===== src/rtl/core/assert_macros.svh =====
// assertion macros shared by the rtl
`ifndef ASSERT_MACROS_SVH
`define ASSERT_MACROS_SVH
`ifndef SYNTH
// expr must hold at every clock edge out of reset
`define SPC_ASSERT(lbl, clk, rst_n, expr) \
	lbl: assert property (@(posedge clk) disable iff (!rst_n) (expr)) \
		else $error("assertion failed");
// cons must hold in the same cycle as ante
`define SPC_ASSERT_IMPL(lbl, clk, rst_n, ante, cons) \
	lbl: assert property (@(posedge clk) disable iff (!rst_n) (ante) |-> (cons)) \
		else $error("assertion failed");
// cons must hold in the cycle after ante
`define SPC_ASSERT_NEXT(lbl, clk, rst_n, ante, cons) \
	lbl: assert property (@(posedge clk) disable iff (!rst_n) (ante) |=> (cons)) \
		else $error("assertion failed");
`else
`define SPC_ASSERT(lbl, clk, rst_n, expr)
`define SPC_ASSERT_IMPL(lbl, clk, rst_n, ante, cons)
`define SPC_ASSERT_NEXT(lbl, clk, rst_n, ante, cons)
`endif
`endif


===== src/rtl/core/spc_pkg.sv =====
package spc_pkg;

	localparam int COORD_BITS = 12;
	localparam int DIM_W      = 11;
	localparam int PIX_W      = 11;
	localparam int RAD_W      = 10;
	localparam int ABS_W      = RAD_W + 1;
	localparam int SQ_W       = 2 * ABS_W;
	localparam int RSQ_W      = 2 * RAD_W;
	// rotated coordinate width: covers dim minus (anchor + far)
	localparam int RW = ((COORD_BITS + 1 > DIM_W + 1) ? COORD_BITS + 1 : DIM_W + 1) + 1;

	// shape kinds
	localparam logic [1:0] CMD_POINT  = 2'd0;
	localparam logic [1:0] CMD_LINE   = 2'd1;
	localparam logic [1:0] CMD_RECT   = 2'd2;
	localparam logic [1:0] CMD_CIRCLE = 2'd3;

	// orientation codes
	localparam logic [1:0] ROT_NONE    = 2'd0;
	localparam logic [1:0] ROT_QUARTER = 2'd1;
	localparam logic [1:0] ROT_HALF    = 2'd2;
	localparam logic [1:0] ROT_3QUART  = 2'd3;

	// configuration register indexes
	localparam logic [1:0] CFG_ORIENTATION = 2'd0;
	localparam logic [1:0] CFG_DISP_WIDTH  = 2'd1;
	localparam logic [1:0] CFG_DISP_HEIGHT = 2'd2;

	localparam logic [1:0]       ORIENT_RST = ROT_NONE;
	localparam logic [DIM_W-1:0] WIDTH_RST  = 11'd296;
	localparam logic [DIM_W-1:0] HEIGHT_RST = 11'd128;

	typedef struct packed {
		logic [1:0]                   command;
		logic                         fill;
		logic signed [COORD_BITS-1:0] anchor_x;
		logic signed [COORD_BITS-1:0] anchor_y;
		logic signed [COORD_BITS-1:0] far_x;
		logic signed [COORD_BITS-1:0] far_y;
		logic [RAD_W-1:0]             radius;
		logic [PIX_W-1:0]             pixel_x;
		logic [PIX_W-1:0]             pixel_y;
		logic [7:0]                   in_byte;
	} pix_item_t;

	typedef struct packed {
		logic [7:0] out_byte;
		logic       covered;
	} res_item_t;

	typedef struct packed {
		logic signed [RW-1:0] x;
		logic signed [RW-1:0] y;
	} pt_t;

	// circle operands handed to the squaring stage
	typedef struct packed {
		logic             near;
		logic             fill;
		logic [RAD_W-1:0] radius;
		logic [ABS_W-1:0] adx;
		logic [ABS_W-1:0] ady;
	} circ_op_t;

	function automatic pt_t rotate(input logic [1:0] orient, input logic signed [RW-1:0] sx,
		input logic signed [RW-1:0] sy, input logic [DIM_W-1:0] w, input logic [DIM_W-1:0] h);
		pt_t p;
		logic signed [RW-1:0] wv;
		logic signed [RW-1:0] hv;
		wv = $signed({{(RW-DIM_W){1'b0}}, w});
		hv = $signed({{(RW-DIM_W){1'b0}}, h});
		unique case (orient)
			ROT_NONE: begin
				p.x = sx;
				p.y = sy;
			end
			ROT_QUARTER: begin
				p.x = wv - sy;
				p.y = sx;
			end
			ROT_HALF: begin
				p.x = wv - sx;
				p.y = hv - sy;
			end
			ROT_3QUART: begin
				p.x = sy;
				p.y = hv - sx;
			end
			default: begin
				p.x = sx;
				p.y = sy;
			end
		endcase
		return p;
	endfunction

endpackage


===== src/rtl/core/spc_circle.sv =====
module spc_circle (
	input  logic              clk,
	input  logic              ld,
	input  spc_pkg::circ_op_t op,
	output logic              hit
);

	logic [spc_pkg::SQ_W-1:0]  sqx_s4;
	logic [spc_pkg::SQ_W-1:0]  sqy_s4;
	logic [spc_pkg::RSQ_W-1:0] rsq_s4;
	logic [spc_pkg::RAD_W-1:0] r_s4;
	logic                      fill_s4;
	logic                      near_s4;

	logic [spc_pkg::SQ_W:0] d;
	logic [spc_pkg::SQ_W:0] rsq_e;
	logic [spc_pkg::SQ_W:0] r_e;
	logic [spc_pkg::SQ_W:0] rsq_hi;
	logic [spc_pkg::SQ_W:0] rsq_lo;
	logic                   ring;

	// squares of the offsets and of the radius
	always_ff @(posedge clk) begin
		if (ld) begin
			sqx_s4  <= op.adx * op.adx;
			sqy_s4  <= op.ady * op.ady;
			rsq_s4  <= op.radius * op.radius;
			r_s4    <= op.radius;
			fill_s4 <= op.fill;
			near_s4 <= op.near;
		end
	end

	assign d      = {1'b0, sqx_s4} + {1'b0, sqy_s4};
	assign rsq_e  = {{(spc_pkg::SQ_W + 1 - spc_pkg::RSQ_W){1'b0}}, rsq_s4};
	assign r_e    = {{(spc_pkg::SQ_W + 1 - spc_pkg::RAD_W){1'b0}}, r_s4};
	assign rsq_hi = rsq_e + r_e;
	assign rsq_lo = rsq_e - r_e;

	// rounded distance equals r: r*r - r < d <= r*r + r, zero radius only the centre
	assign ring = (d <= rsq_hi) && ((r_s4 == '0) || (d > rsq_lo));
	assign hit  = near_s4 && (fill_s4 ? (d <= rsq_e) : ring);

endmodule


===== src/rtl/core/shape_pixel_coverage_top.sv =====
// shape pixel coverage: tests one pixel of a 1-bit-per-pixel frame against one shape
// (point, horizontal or vertical line, filled or outlined rectangle, filled or
// outlined circle) and clears the pixel's bit, bit 7-(pixel_x mod 8), in the frame
// byte when the shape covers it. shape coordinates are rotated by the orientation
// register using disp_width and disp_height as mirror terms; line ends and rectangle
// corners are ordered after rotation. a circle outline is the ring where the rounded
// distance from the centre equals the radius. throughput is one pixel per clock while
// the receiver takes every result. stages: input register, rotation, edge and offset
// tests, squaring, result register. the squaring multipliers set the stage split.
// ready falls only when the result register holds an untaken result and every stage
// is full. config writes are taken at any time with cfg_ready held high, but take
// effect on items already inside the pipe, so write only while the block is empty.
`include "assert_macros.svh"

module shape_pixel_coverage_top (
	input  logic                       clk,
	input  logic                       arst_n,
	// pixel and shape in
	input  logic                       pix_valid,
	output logic                       pix_ready,
	input  spc_pkg::pix_item_t         pix,
	// coverage result out
	output logic                       res_valid,
	input  logic                       res_ready,
	output spc_pkg::res_item_t         res,
	// register writes
	input  logic                       cfg_valid,
	output logic                       cfg_ready,
	input  logic [1:0]                 cfg_index,
	input  logic [spc_pkg::DIM_W-1:0]  cfg_data
);

	localparam int RW = spc_pkg::RW;

	// configuration registers
	logic [1:0]                orient_q;
	logic [spc_pkg::DIM_W-1:0] width_q;
	logic [spc_pkg::DIM_W-1:0] height_q;

	// stage valids and per-stage ready
	logic v_s1, v_s2, v_s3, v_s4, res_valid_q;
	logic rdy_s1, rdy_s2, rdy_s3, rdy_s4, rdy_out;

	// stage 1: input register
	spc_pkg::pix_item_t pix_s1;

	// stage 2: rotated points
	logic [1:0]                cmd_s2;
	logic                      fill_s2;
	logic [spc_pkg::RAD_W-1:0] r_s2;
	logic [spc_pkg::PIX_W-1:0] px_s2;
	logic [spc_pkg::PIX_W-1:0] py_s2;
	logic [7:0]                byte_s2;
	spc_pkg::pt_t              p0_s2;
	spc_pkg::pt_t              p1_s2;

	// stage 3: geometry result and circle offsets
	logic              geom_s3;
	logic              circ_s3;
	logic [2:0]        bit_s3;
	logic [7:0]        byte_s3;
	spc_pkg::circ_op_t cop_s3;

	// stage 4: payload alongside the squares
	logic       geom_s4;
	logic       circ_s4;
	logic [2:0] bit_s4;
	logic [7:0] byte_s4;
	logic       circ_hit;

	spc_pkg::res_item_t res_q;

	// ---------------------------------------------------------------
	// handshake: a stage loads when empty or when its content moves on
	// ---------------------------------------------------------------
	assign rdy_out   = !res_valid_q || res_ready;
	assign rdy_s4    = !v_s4 || rdy_out;
	assign rdy_s3    = !v_s3 || rdy_s4;
	assign rdy_s2    = !v_s2 || rdy_s3;
	assign rdy_s1    = !v_s1 || rdy_s2;
	assign pix_ready = rdy_s1;
	assign cfg_ready = 1'b1;

	always_ff @(posedge clk or negedge arst_n) begin
		if (!arst_n) begin
			v_s1        <= 1'b0;
			v_s2        <= 1'b0;
			v_s3        <= 1'b0;
			v_s4        <= 1'b0;
			res_valid_q <= 1'b0;
		end else begin
			if (rdy_s1) v_s1 <= pix_valid;
			if (rdy_s2) v_s2 <= v_s1;
			if (rdy_s3) v_s3 <= v_s2;
			if (rdy_s4) v_s4 <= v_s3;
			if (rdy_out) res_valid_q <= v_s4;
		end
	end

	// ---------------------------------------------------------------
	// configuration transfer, indexes past the list are dropped
	// ---------------------------------------------------------------
	always_ff @(posedge clk or negedge arst_n) begin
		if (!arst_n) begin
			orient_q <= spc_pkg::ORIENT_RST;
			width_q  <= spc_pkg::WIDTH_RST;
			height_q <= spc_pkg::HEIGHT_RST;
		end else if (cfg_valid && cfg_ready) begin
			unique case (cfg_index)
				spc_pkg::CFG_ORIENTATION: orient_q <= cfg_data[1:0];
				spc_pkg::CFG_DISP_WIDTH:  width_q  <= cfg_data;
				spc_pkg::CFG_DISP_HEIGHT: height_q <= cfg_data;
				default: ;
			endcase
		end
	end

	// ---------------------------------------------------------------
	// stage 1: input register
	// ---------------------------------------------------------------
	always_ff @(posedge clk) begin
		if (rdy_s1) pix_s1 <= pix;
	end

	// ---------------------------------------------------------------
	// stage 2: rotate the anchor and the far point
	// ---------------------------------------------------------------
	logic signed [RW-1:0] ax_e, ay_e, fx_e, fy_e, ex, ey;

	assign ax_e = RW'(pix_s1.anchor_x);
	assign ay_e = RW'(pix_s1.anchor_y);
	assign fx_e = RW'(pix_s1.far_x);
	assign fy_e = RW'(pix_s1.far_y);
	// a line carries its end point, a rectangle its size
	assign ex = (pix_s1.command == spc_pkg::CMD_LINE) ? fx_e : ax_e + fx_e;
	assign ey = (pix_s1.command == spc_pkg::CMD_LINE) ? fy_e : ay_e + fy_e;

	always_ff @(posedge clk) begin
		if (rdy_s2) begin
			cmd_s2  <= pix_s1.command;
			fill_s2 <= pix_s1.fill;
			r_s2    <= pix_s1.radius;
			px_s2   <= pix_s1.pixel_x;
			py_s2   <= pix_s1.pixel_y;
			byte_s2 <= pix_s1.in_byte;
			p0_s2   <= spc_pkg::rotate(orient_q, ax_e, ay_e, width_q, height_q);
			p1_s2   <= spc_pkg::rotate(orient_q, ex, ey, width_q, height_q);
		end
	end

	// ---------------------------------------------------------------
	// stage 3: ordered bounds, edge tests, circle offsets
	// ---------------------------------------------------------------
	logic signed [RW-1:0] pxs, pys, lx, hx, ly, hy;
	logic signed [RW:0]   dx, dy;
	logic [RW:0]          adx, ady;
	logic [RW:0]          rp1;
	logic                 inx, iny, hit_point, hit_line, hit_rect, geom;

	assign pxs = $signed({{(RW - spc_pkg::PIX_W){1'b0}}, px_s2});
	assign pys = $signed({{(RW - spc_pkg::PIX_W){1'b0}}, py_s2});

	assign lx = (p0_s2.x < p1_s2.x) ? p0_s2.x : p1_s2.x;
	assign hx = (p0_s2.x < p1_s2.x) ? p1_s2.x : p0_s2.x;
	assign ly = (p0_s2.y < p1_s2.y) ? p0_s2.y : p1_s2.y;
	assign hy = (p0_s2.y < p1_s2.y) ? p1_s2.y : p0_s2.y;

	assign inx = (pxs >= lx) && (pxs <= hx);
	assign iny = (pys >= ly) && (pys <= hy);

	assign hit_point = (p0_s2.x == pxs) && (p0_s2.y == pys);
	// horizontal on this row, or vertical on this column
	assign hit_line = ((p0_s2.y == p1_s2.y) && (p0_s2.y == pys) && inx) ||
		((p0_s2.x == p1_s2.x) && (p0_s2.x == pxs) && iny);
	assign hit_rect = fill_s2 ? (inx && iny) :
		(((pxs == lx) || (pxs == hx)) && iny) || (((pys == ly) || (pys == hy)) && inx);

	always_comb begin
		unique case (cmd_s2)
			spc_pkg::CMD_POINT: geom = hit_point;
			spc_pkg::CMD_LINE:  geom = hit_line;
			spc_pkg::CMD_RECT:  geom = hit_rect;
			default:            geom = 1'b0;
		endcase
	end

	// offsets from the centre, one bit wider to hold the full span
	assign dx  = $signed({pxs[RW-1], pxs}) - $signed({p0_s2.x[RW-1], p0_s2.x});
	assign dy  = $signed({pys[RW-1], pys}) - $signed({p0_s2.y[RW-1], p0_s2.y});
	assign adx = dx[RW] ? (~dx + 1'b1) : dx;
	assign ady = dy[RW] ? (~dy + 1'b1) : dy;
	assign rp1 = {{(RW + 1 - spc_pkg::RAD_W){1'b0}}, r_s2} + 1'b1;

	always_ff @(posedge clk) begin
		if (rdy_s3) begin
			geom_s3        <= geom;
			circ_s3        <= (cmd_s2 == spc_pkg::CMD_CIRCLE);
			bit_s3         <= px_s2[2:0];
			byte_s3        <= byte_s2;
			// inside the box of side 2r+3 the offsets fit the narrow squarers
			cop_s3.near    <= (adx <= rp1) && (ady <= rp1);
			cop_s3.fill    <= fill_s2;
			cop_s3.radius  <= r_s2;
			cop_s3.adx     <= adx[spc_pkg::ABS_W-1:0];
			cop_s3.ady     <= ady[spc_pkg::ABS_W-1:0];
		end
	end

	// ---------------------------------------------------------------
	// stage 4: squares, circle decision
	// ---------------------------------------------------------------
	spc_circle u_circle (
		.clk (clk),
		.ld  (rdy_s4),
		.op  (cop_s3),
		.hit (circ_hit)
	);

	always_ff @(posedge clk) begin
		if (rdy_s4) begin
			geom_s4 <= geom_s3;
			circ_s4 <= circ_s3;
			bit_s4  <= bit_s3;
			byte_s4 <= byte_s3;
		end
	end

	// ---------------------------------------------------------------
	// result register: clear the pixel bit on coverage
	// ---------------------------------------------------------------
	logic       cov;
	logic [7:0] mask;

	assign cov  = circ_s4 ? circ_hit : geom_s4;
	assign mask = 8'h80 >> bit_s4;

	always_ff @(posedge clk) begin
		if (rdy_out) begin
			res_q.covered  <= cov;
			res_q.out_byte <= cov ? (byte_s4 & ~mask) : byte_s4;
		end
	end

	assign res_valid = res_valid_q;
	assign res       = res_q;

	// ---------------------------------------------------------------
	// checks
	// ---------------------------------------------------------------
	logic ld_out;
	assign ld_out = rdy_out && v_s4;

	// result never sets a bit of the frame byte
	`SPC_ASSERT_NEXT(a_no_set_bits, clk, arst_n, ld_out, (res.out_byte & ~$past(byte_s4)) == 8'h00)
	// at most one bit is cleared, and only on coverage
	`SPC_ASSERT_NEXT(a_one_bit, clk, arst_n, ld_out, $countones(res.out_byte ^ $past(byte_s4)) <= 1)
	`SPC_ASSERT_NEXT(a_clear_needs_cov, clk, arst_n, ld_out, (res.out_byte == $past(byte_s4)) || res.covered)
	// a stalled stage keeps its contents
	`SPC_ASSERT_NEXT(a_s3_hold, clk, arst_n, v_s3 && !rdy_s4, v_s3 && $stable(byte_s3) && $stable(geom_s3))
	`SPC_ASSERT_NEXT(a_s2_hold, clk, arst_n, v_s2 && !rdy_s3, v_s2 && $stable(p0_s2) && $stable(p1_s2))

endmodule


===== config.mk =====
export PLATFORM = sky130hd
export DESIGN_NAME = shape_pixel_coverage_top
export DESIGN_NICKNAME = d
export VERILOG_FILES = /design/src/rtl/core/spc_pkg.sv /design/src/rtl/core/spc_circle.sv /design/src/rtl/core/shape_pixel_coverage_top.sv
export VERILOG_INCLUDE_DIRS = /design/src /design/src/rtl/core
export SDC_FILE = /design/constraint.sdc
export NUM_CORES = 1
export LEC_CHECK = 0
export BUFFER_PORTS_ARGS = -buffer_cell sky130_fd_sc_hd__clkbuf_2
export CAP_MARGIN = 25
export CORE_MARGIN = 1
export CORE_UTILIZATION = 55
export CTS_CLUSTER_SIZE = 12
export DETAILED_ROUTE_END_ITERATION = 10
export GPL_ROUTABILITY_DRIVEN = 0
export HOLD_SLACK_MARGIN = 0.15
export PLACE_DENSITY = 0.8
export SLEW_MARGIN = 5
export SYNTH_ARGS = -nofsm -noshare
export SYNTH_HDL_FRONTEND = slang
export SYNTH_SLANG_ARGS = --single-unit

===== constraint.sdc =====
create_clock -name clk -period 9.76 [get_ports clk]
set_clock_uncertainty 0.2 [all_clocks]
set_input_delay 0.976 -clock clk [delete_from_list [all_inputs] [get_ports clk]]
set_output_delay 0.976 -clock clk [all_outputs]
set_load 0.03 [all_outputs]

; ---- After elaboration in Yosys (flattened, before gate mapping)
; Cells that the tools add are included.
[totals]
elab_cells = 153
in_bits = 109
regBits = 364
[op_classes]
n_lt_le_gt_ge = 11
n_eq_ne = 17
n_bitwise = 4
shifts = 1
addsub = 18
n_reduce_logical = 35
mul = 3
n_mux = 15
[ops]
columns = operator, n
row1 = 28-bit case mux with 4 select lines, 2
row2 = 14-bit 2-to-1 mux, 6
row3 = 12-bit by 14-bit equality test with 1-bit output, 4
row4 = 12-bit by 14-bit subtractor with 14-bit output, 4
row5 = 12-bit by 12-bit subtractor with 13-bit output, 4
row6 = 11-bit by 11-bit multiplier with 22-bit output, 2
row7 = 15-bit by 1-bit adder with 15-bit output (second input constant), 2
row8 = 15-bit by 11-bit <= comparator with 1-bit output, 2
row9 = 15-bit 2-to-1 mux, 2
row10 = 15-bit NOT, 2
row11 = 12-bit by 14-bit subtractor with 15-bit output, 2
row12 = 14-bit by 12-bit equality test with 1-bit output, 2
row13 = 14-bit equality test, 2
row14 = 12-bit by 14-bit greater-or-equal comparator with 1-bit output, 2
row15 = 12-bit by 14-bit <= comparator with 1-bit output, 2
row16 = 14-bit < comparator, 2
row17 = 12-bit by 12-bit adder with 13-bit output, 2
row18 = 22-bit by 22-bit adder with 23-bit output, 1
row19 = 23-bit greater-than comparator, 1
row20 = 23-bit by 20-bit <= comparator with 1-bit output, 1
row21 = 23-bit <= comparator, 1
row22 = 20-bit by 10-bit adder with 21-bit output, 1
row23 = 20-bit by 10-bit subtractor with 21-bit output, 1
row24 = 10-bit by 10-bit multiplier with 20-bit output, 1
row25 = 15 further kinds, 53

; ---- Longest topological paths before layout
[logic_depth]
ltp_word = 8
mapped_depth = 25
ltp_nobuf = 25

; ---- Modules after synthesis
; A second synthesis with hierarchy kept.
[hier_totals]
cells_unflattened = 3459
hier_area_um2 = 33772.4
[by_module_without_submodules]
columns = mod, area_per_inst_um2, cells_per_inst, seq_area_each_um2, n_inst
row1 = shape_pixel_coverage_top, 18625.4, 1802, 8448.1, 1
row2 = spc_circle, 15147.0, 1657, 2162.1, 1

; ---- Worst setup path before layout
; No wires, ideal clock.
[synth_path]
kind = input port to output port
from = input port res_ready
to = output port pix_ready
stages = 4
path_buffers = 0
arrival_time_ns = 6.153
t_required_ns = 8.584
path_slack_ns = 2.431
path_cell_list = nor2b_1 > nand4_1 > inv_1 > nand2_1
[synth_between]
elab_chain_cells = 5
[synth_lines]
columns = element, line_no
row1 = "start, declared", shape_pixel_coverage_top.sv:24  ; input logic res_ready,
row2 = 1-bit logical OR, shape_pixel_coverage_top.sv:76  ; assign rdy_out = !res_valid_q || res_ready;
row3 = 1-bit logical OR, shape_pixel_coverage_top.sv:77  ; assign rdy_s4 = !v_s4 || rdy_out;
row4 = 1-bit logical OR, shape_pixel_coverage_top.sv:78  ; assign rdy_s3 = !v_s3 || rdy_s4;
row5 = 1-bit logical OR, shape_pixel_coverage_top.sv:79  ; assign rdy_s2 = !v_s2 || rdy_s3;
row6 = named net rdy_s2, shape_pixel_coverage_top.sv:42  ; logic rdy_s1, rdy_s2, rdy_s3, rdy_s4, rdy_out;
row7 = 1-bit logical OR, shape_pixel_coverage_top.sv:80  ; assign rdy_s1 = !v_s1 || rdy_s2;
row8 = "end, declared", shape_pixel_coverage_top.sv:20  ; output logic pix_ready,
; The timed path passes the listed nets, and every way through them passes these cells.

; ---- Worst setup path in the final report
[layout_path]
from = register cop_s3[23] (netlist name)
to = register u_circle.rsq_s4[19] (netlist name), data pin
[layout_between]
elab_chain_cells = 1
[layout_lines]
columns = element, line_no
row1 = "start, declared", shape_pixel_coverage_top.sv:62  ; spc_pkg::circ_op_t cop_s3;
row2 = 10-bit by 10-bit multiplier with 20-bit output, spc_circle.sv:27  ; rsq_s4 <= op.radius * op.radius;
row3 = "end signal, assigned", spc_circle.sv:27
row4 = "end, declared", spc_circle.sv:10  ; logic [spc_pkg::RSQ_W-1:0] rsq_s4;
; No other way between the ends.
; A chain may end at the register's enable or synchronous reset.

==> run_results.csv <==
group,metric,value,unit
synth,yosys.area_share.simple,0.1336,
synth,synth-xor-area-share,0.05416,
sta,finalSetupViolCount,0,
routing,dr.pass1.iters,5,
cts,cts_sinks,358,
sta,rsz0062_at_grt,"false",
finish,n_fill_cell,4800,
synth,synth_top_area_cell,"edfxtp_1",
place,dp_hpwl,60180,um
cts,cts_buffers,41,
cts,cts_root_buffer,"clkbuf_16",
sta,report.final.slew_viol_count,0,
global_route,antenna_found_initial,0,
finish,multiInputGateArea,20740,um^2
sta,worstMarginPinSlew,1.040,ns
finish,final_nets,4171,
finish,final_cells,4244,
global_route,grt_max_degree,76,
cts,cts_buffer_depth,3,
die,die_w,247.4,um
place,io_buffer_count,119,
die,initial_core_util,0.5592,
synth,synthesis.instances,3358,
sta,setup_tns,0,ns
synth,synth_top_family_by_area,"adder cells",
sta,layout_min_cycle_time,6.370,ns
setup_path,critPathMaxFanout,15,
synth,ys_types,80,
synth,synth_common_cells,"442 x ha_1, 384 x inv_1, 329 x edfxtp_1, 247 x nor2_1, 230 x a21oi_1",
synth,synth_mux_area_frac,0.03173,
routing,routed_wl,74600,um
cts,clkLatencyLatePin,0.58,ns
synth,yosysSeqAreaShare,0.3203,
synth,synth-edff-count,329,
sta,clock.fmax,157.0,MHz
routing,via_per_inst,5.719,
synth,avgSynthCellArea,9.865,um^2
synth,synth_top_area_share,0.2982,
global_route,grt_pass1_wl,121700,um
sta,final.period_utilization,0.6526,
routing,detail_route.wl_per_cell,17.58,um
synth,ys_top_cells_by_area,"edfxtp_1 30%, ha_1 17%, fa_1 11%",
status,status,"complete, no violations",
cts,cts_hold_buf,0,
setup_path,worstPathRequired,9.87,ns
finish,seq_area,10610,um^2
finish,layout-drive-gt1-share,0.07779,
global_route,grt-ovfl-total,0,
synth,ys.flop_type,"edfxtp_1",
routing,drt_iter0_drc,1743,
place,dpl.cell_count,4170,
routing,postRouteAntennaNets,0,
hold_path,worstHoldPathType,"flop to flop",
synth,synth_compound_area_frac,0.1300,
synth,ys_warn_count,0,
die,fp-row-count,89,
finish,diodes,0,
setup_path,end_kind,"flop",
sta,fin_ws,3.391,ns
routing,drc_errors,0,
synth,synth_fp_nets,4089,
sta,slew_headroom,0.3047,
synth,async_flop_share,0.08101,
setup_path,critPathKind,"flop to flop",
synth,yosys.cell_count.top_type,"ha_1",
sta,hold_viol_final,0,
run,drv_cap,0,
cts,clkTransAtPathRegs,0.06,ns
global_route,grt_pass1_vias,24490,
place,dp_slack,3.429,ns
setup_path,cp.arrival,6.48,ns
setup_path,crit_path_start_kind,"flop",
die,coreArea,59240,um^2
die,die_area,61220,um^2
cts,cts_max_level,2,
cts,cts_setup_buffers,0,
finish,synthToLayoutAreaGrowth,8.075,%
global_route,grt_usage,0.2489,
synth,ys_ff_latch,358,
cts,cts_tree,"done",
routing,vias,24270,
synth,synth_fa_ha_area_frac,0.2757,
synth,syn-cell-area,33130,um^2
die,ios,121,
cts,post_cts_resized,0,
die,die_h,247.4,um
## critical path, cell delays in order (launching register included)
cell	delay [ns]
edfxtp_1	0.58
and2_1	0.29
fa_1	0.51
inv_1	0.05
fa_1	0.49
inv_1	0.04
ha_1	0.27
inv_1	0.05
fa_1	0.53
inv_1	0.05
fa_1	0.38
ha_1	0.32
or2_2	0.32
a21o_1	0.19
o211ai_1	0.09
a21boi_0	0.14
o21ai_0	0.34
a21oi_1	0.15
and4_1	0.23
a2111oi_1	0.57
a21oi_1	0.17
xnor2_1	0.16
## area by class of cell
class / instances / share of cell area
clock buffers: 58 / 0.03187
clock inverters: 16 / 0.005382
inverters: 385 / 0.04036
multi-input cells: 2521 / 0.5794
flip-flops and latches: 358 / 0.2964
well taps: 773 / 0.02701
repair buffers: 133 / 0.01957
## final timing paths
path / from / to / slack [ns] / cells past startpoint
max: cop_s3[23]$_DFFE_PP_ / u_circle.rsq_s4[19]$_DFFE_PP_ / 3.39 / 21
max in group asynchronous: arst_n / orient_q[0]$_DFFE_PN0P_ / 8.42 / 1
min: pix_s1[28]$_DFFE_PP_ / px_s2[9]$_DFFE_PP_ / 0.22 / 0
max reg2reg: cop_s3[23]$_DFFE_PP_ / u_circle.rsq_s4[19]$_DFFE_PP_ / 3.39 / 21
min in group asynchronous: arst_n / res_valid$_DFFE_PN0P_ / 0.32 / 1
min reg2reg: pix_s1[28]$_DFFE_PP_ / px_s2[9]$_DFFE_PP_ / 0.22 / 0
## sequential cells by signal, summed over array words and instances (netlist names), 10 cells and up
name and cells:
p1_s2 28, u_circle.rsq_s4 18, ax_e 12, height_q 11
u_circle.sqy_s4 21, p0_s2 26, ay_e 12, r_s2 10
cop_s3 34, px_s2 11, width_q 11, fy_e 12
py_s2 11, u_circle.r_s4 10, fx_e 12, pix_s1 43
u_circle.sqx_s4 21
## stage by stage
stage,cell area (um^2),hold slack [ns],util
final,35800,0.2160,0.6044
after global routing,35800,0.2230,0.6044
after detailed placement,34470,0.2045,0.5818
after floorplan,33130,0.2003,-
after global placement,34470,0.2017,0.5818
after CTS,35800,0.2176,0.6044
## routing by layer
| metal | GRT usage | up-vias | wire, um |
|---|---|---|---|
| li1 | - | 11950 | - |
| met1 | 0.2966 | 11530 | 30340 |
| met2 | 0.4562 | 634 | 38260 |
| met3 | 0.03212 | 162 | 3311 |
| met4 | 0.08986 | 0 | 2690 |
| met5 | 0 | - | 0 |
## kinds of logic after synthesis
kind of cell / Yosys count
XOR/XNOR: 204
AND/OR/NAND/NOR: 905
multiplexers: 98
AO/OA/AOI/OAI: 691
flip-flops: 358
buffers and inverters: 479
adder cells (fa/ha/maj): 622
other: 1
## placed cells by master (no fill, tap or decap), drive strengths merged, types with 9 or more instances in the layout
cell type	count
nand2b	41
a21boi	17
ha	442
xor2	56
a21oi	231
nand3	49
nor2b	60
mux2	36
o21a	35
nand4	28
fa	180
mux2i	60
inv	389
and2	104
a41oi	9
buf	14
or2	13
a31oi	21
o21ai	169
a21o	56
o21bai	18
a211oi	37
and3	17
nand2	222
o211ai	17
nor3	59
edfxtp	329
xnor2	148
nor2	247
dfrtp	25
or3	25
clkbuf	177
o31ai	10
nor4	14
Power is left out: the tool's default activity adds up to more than one toggle a clock period on the data nets, which glitch-free logic cannot reach.
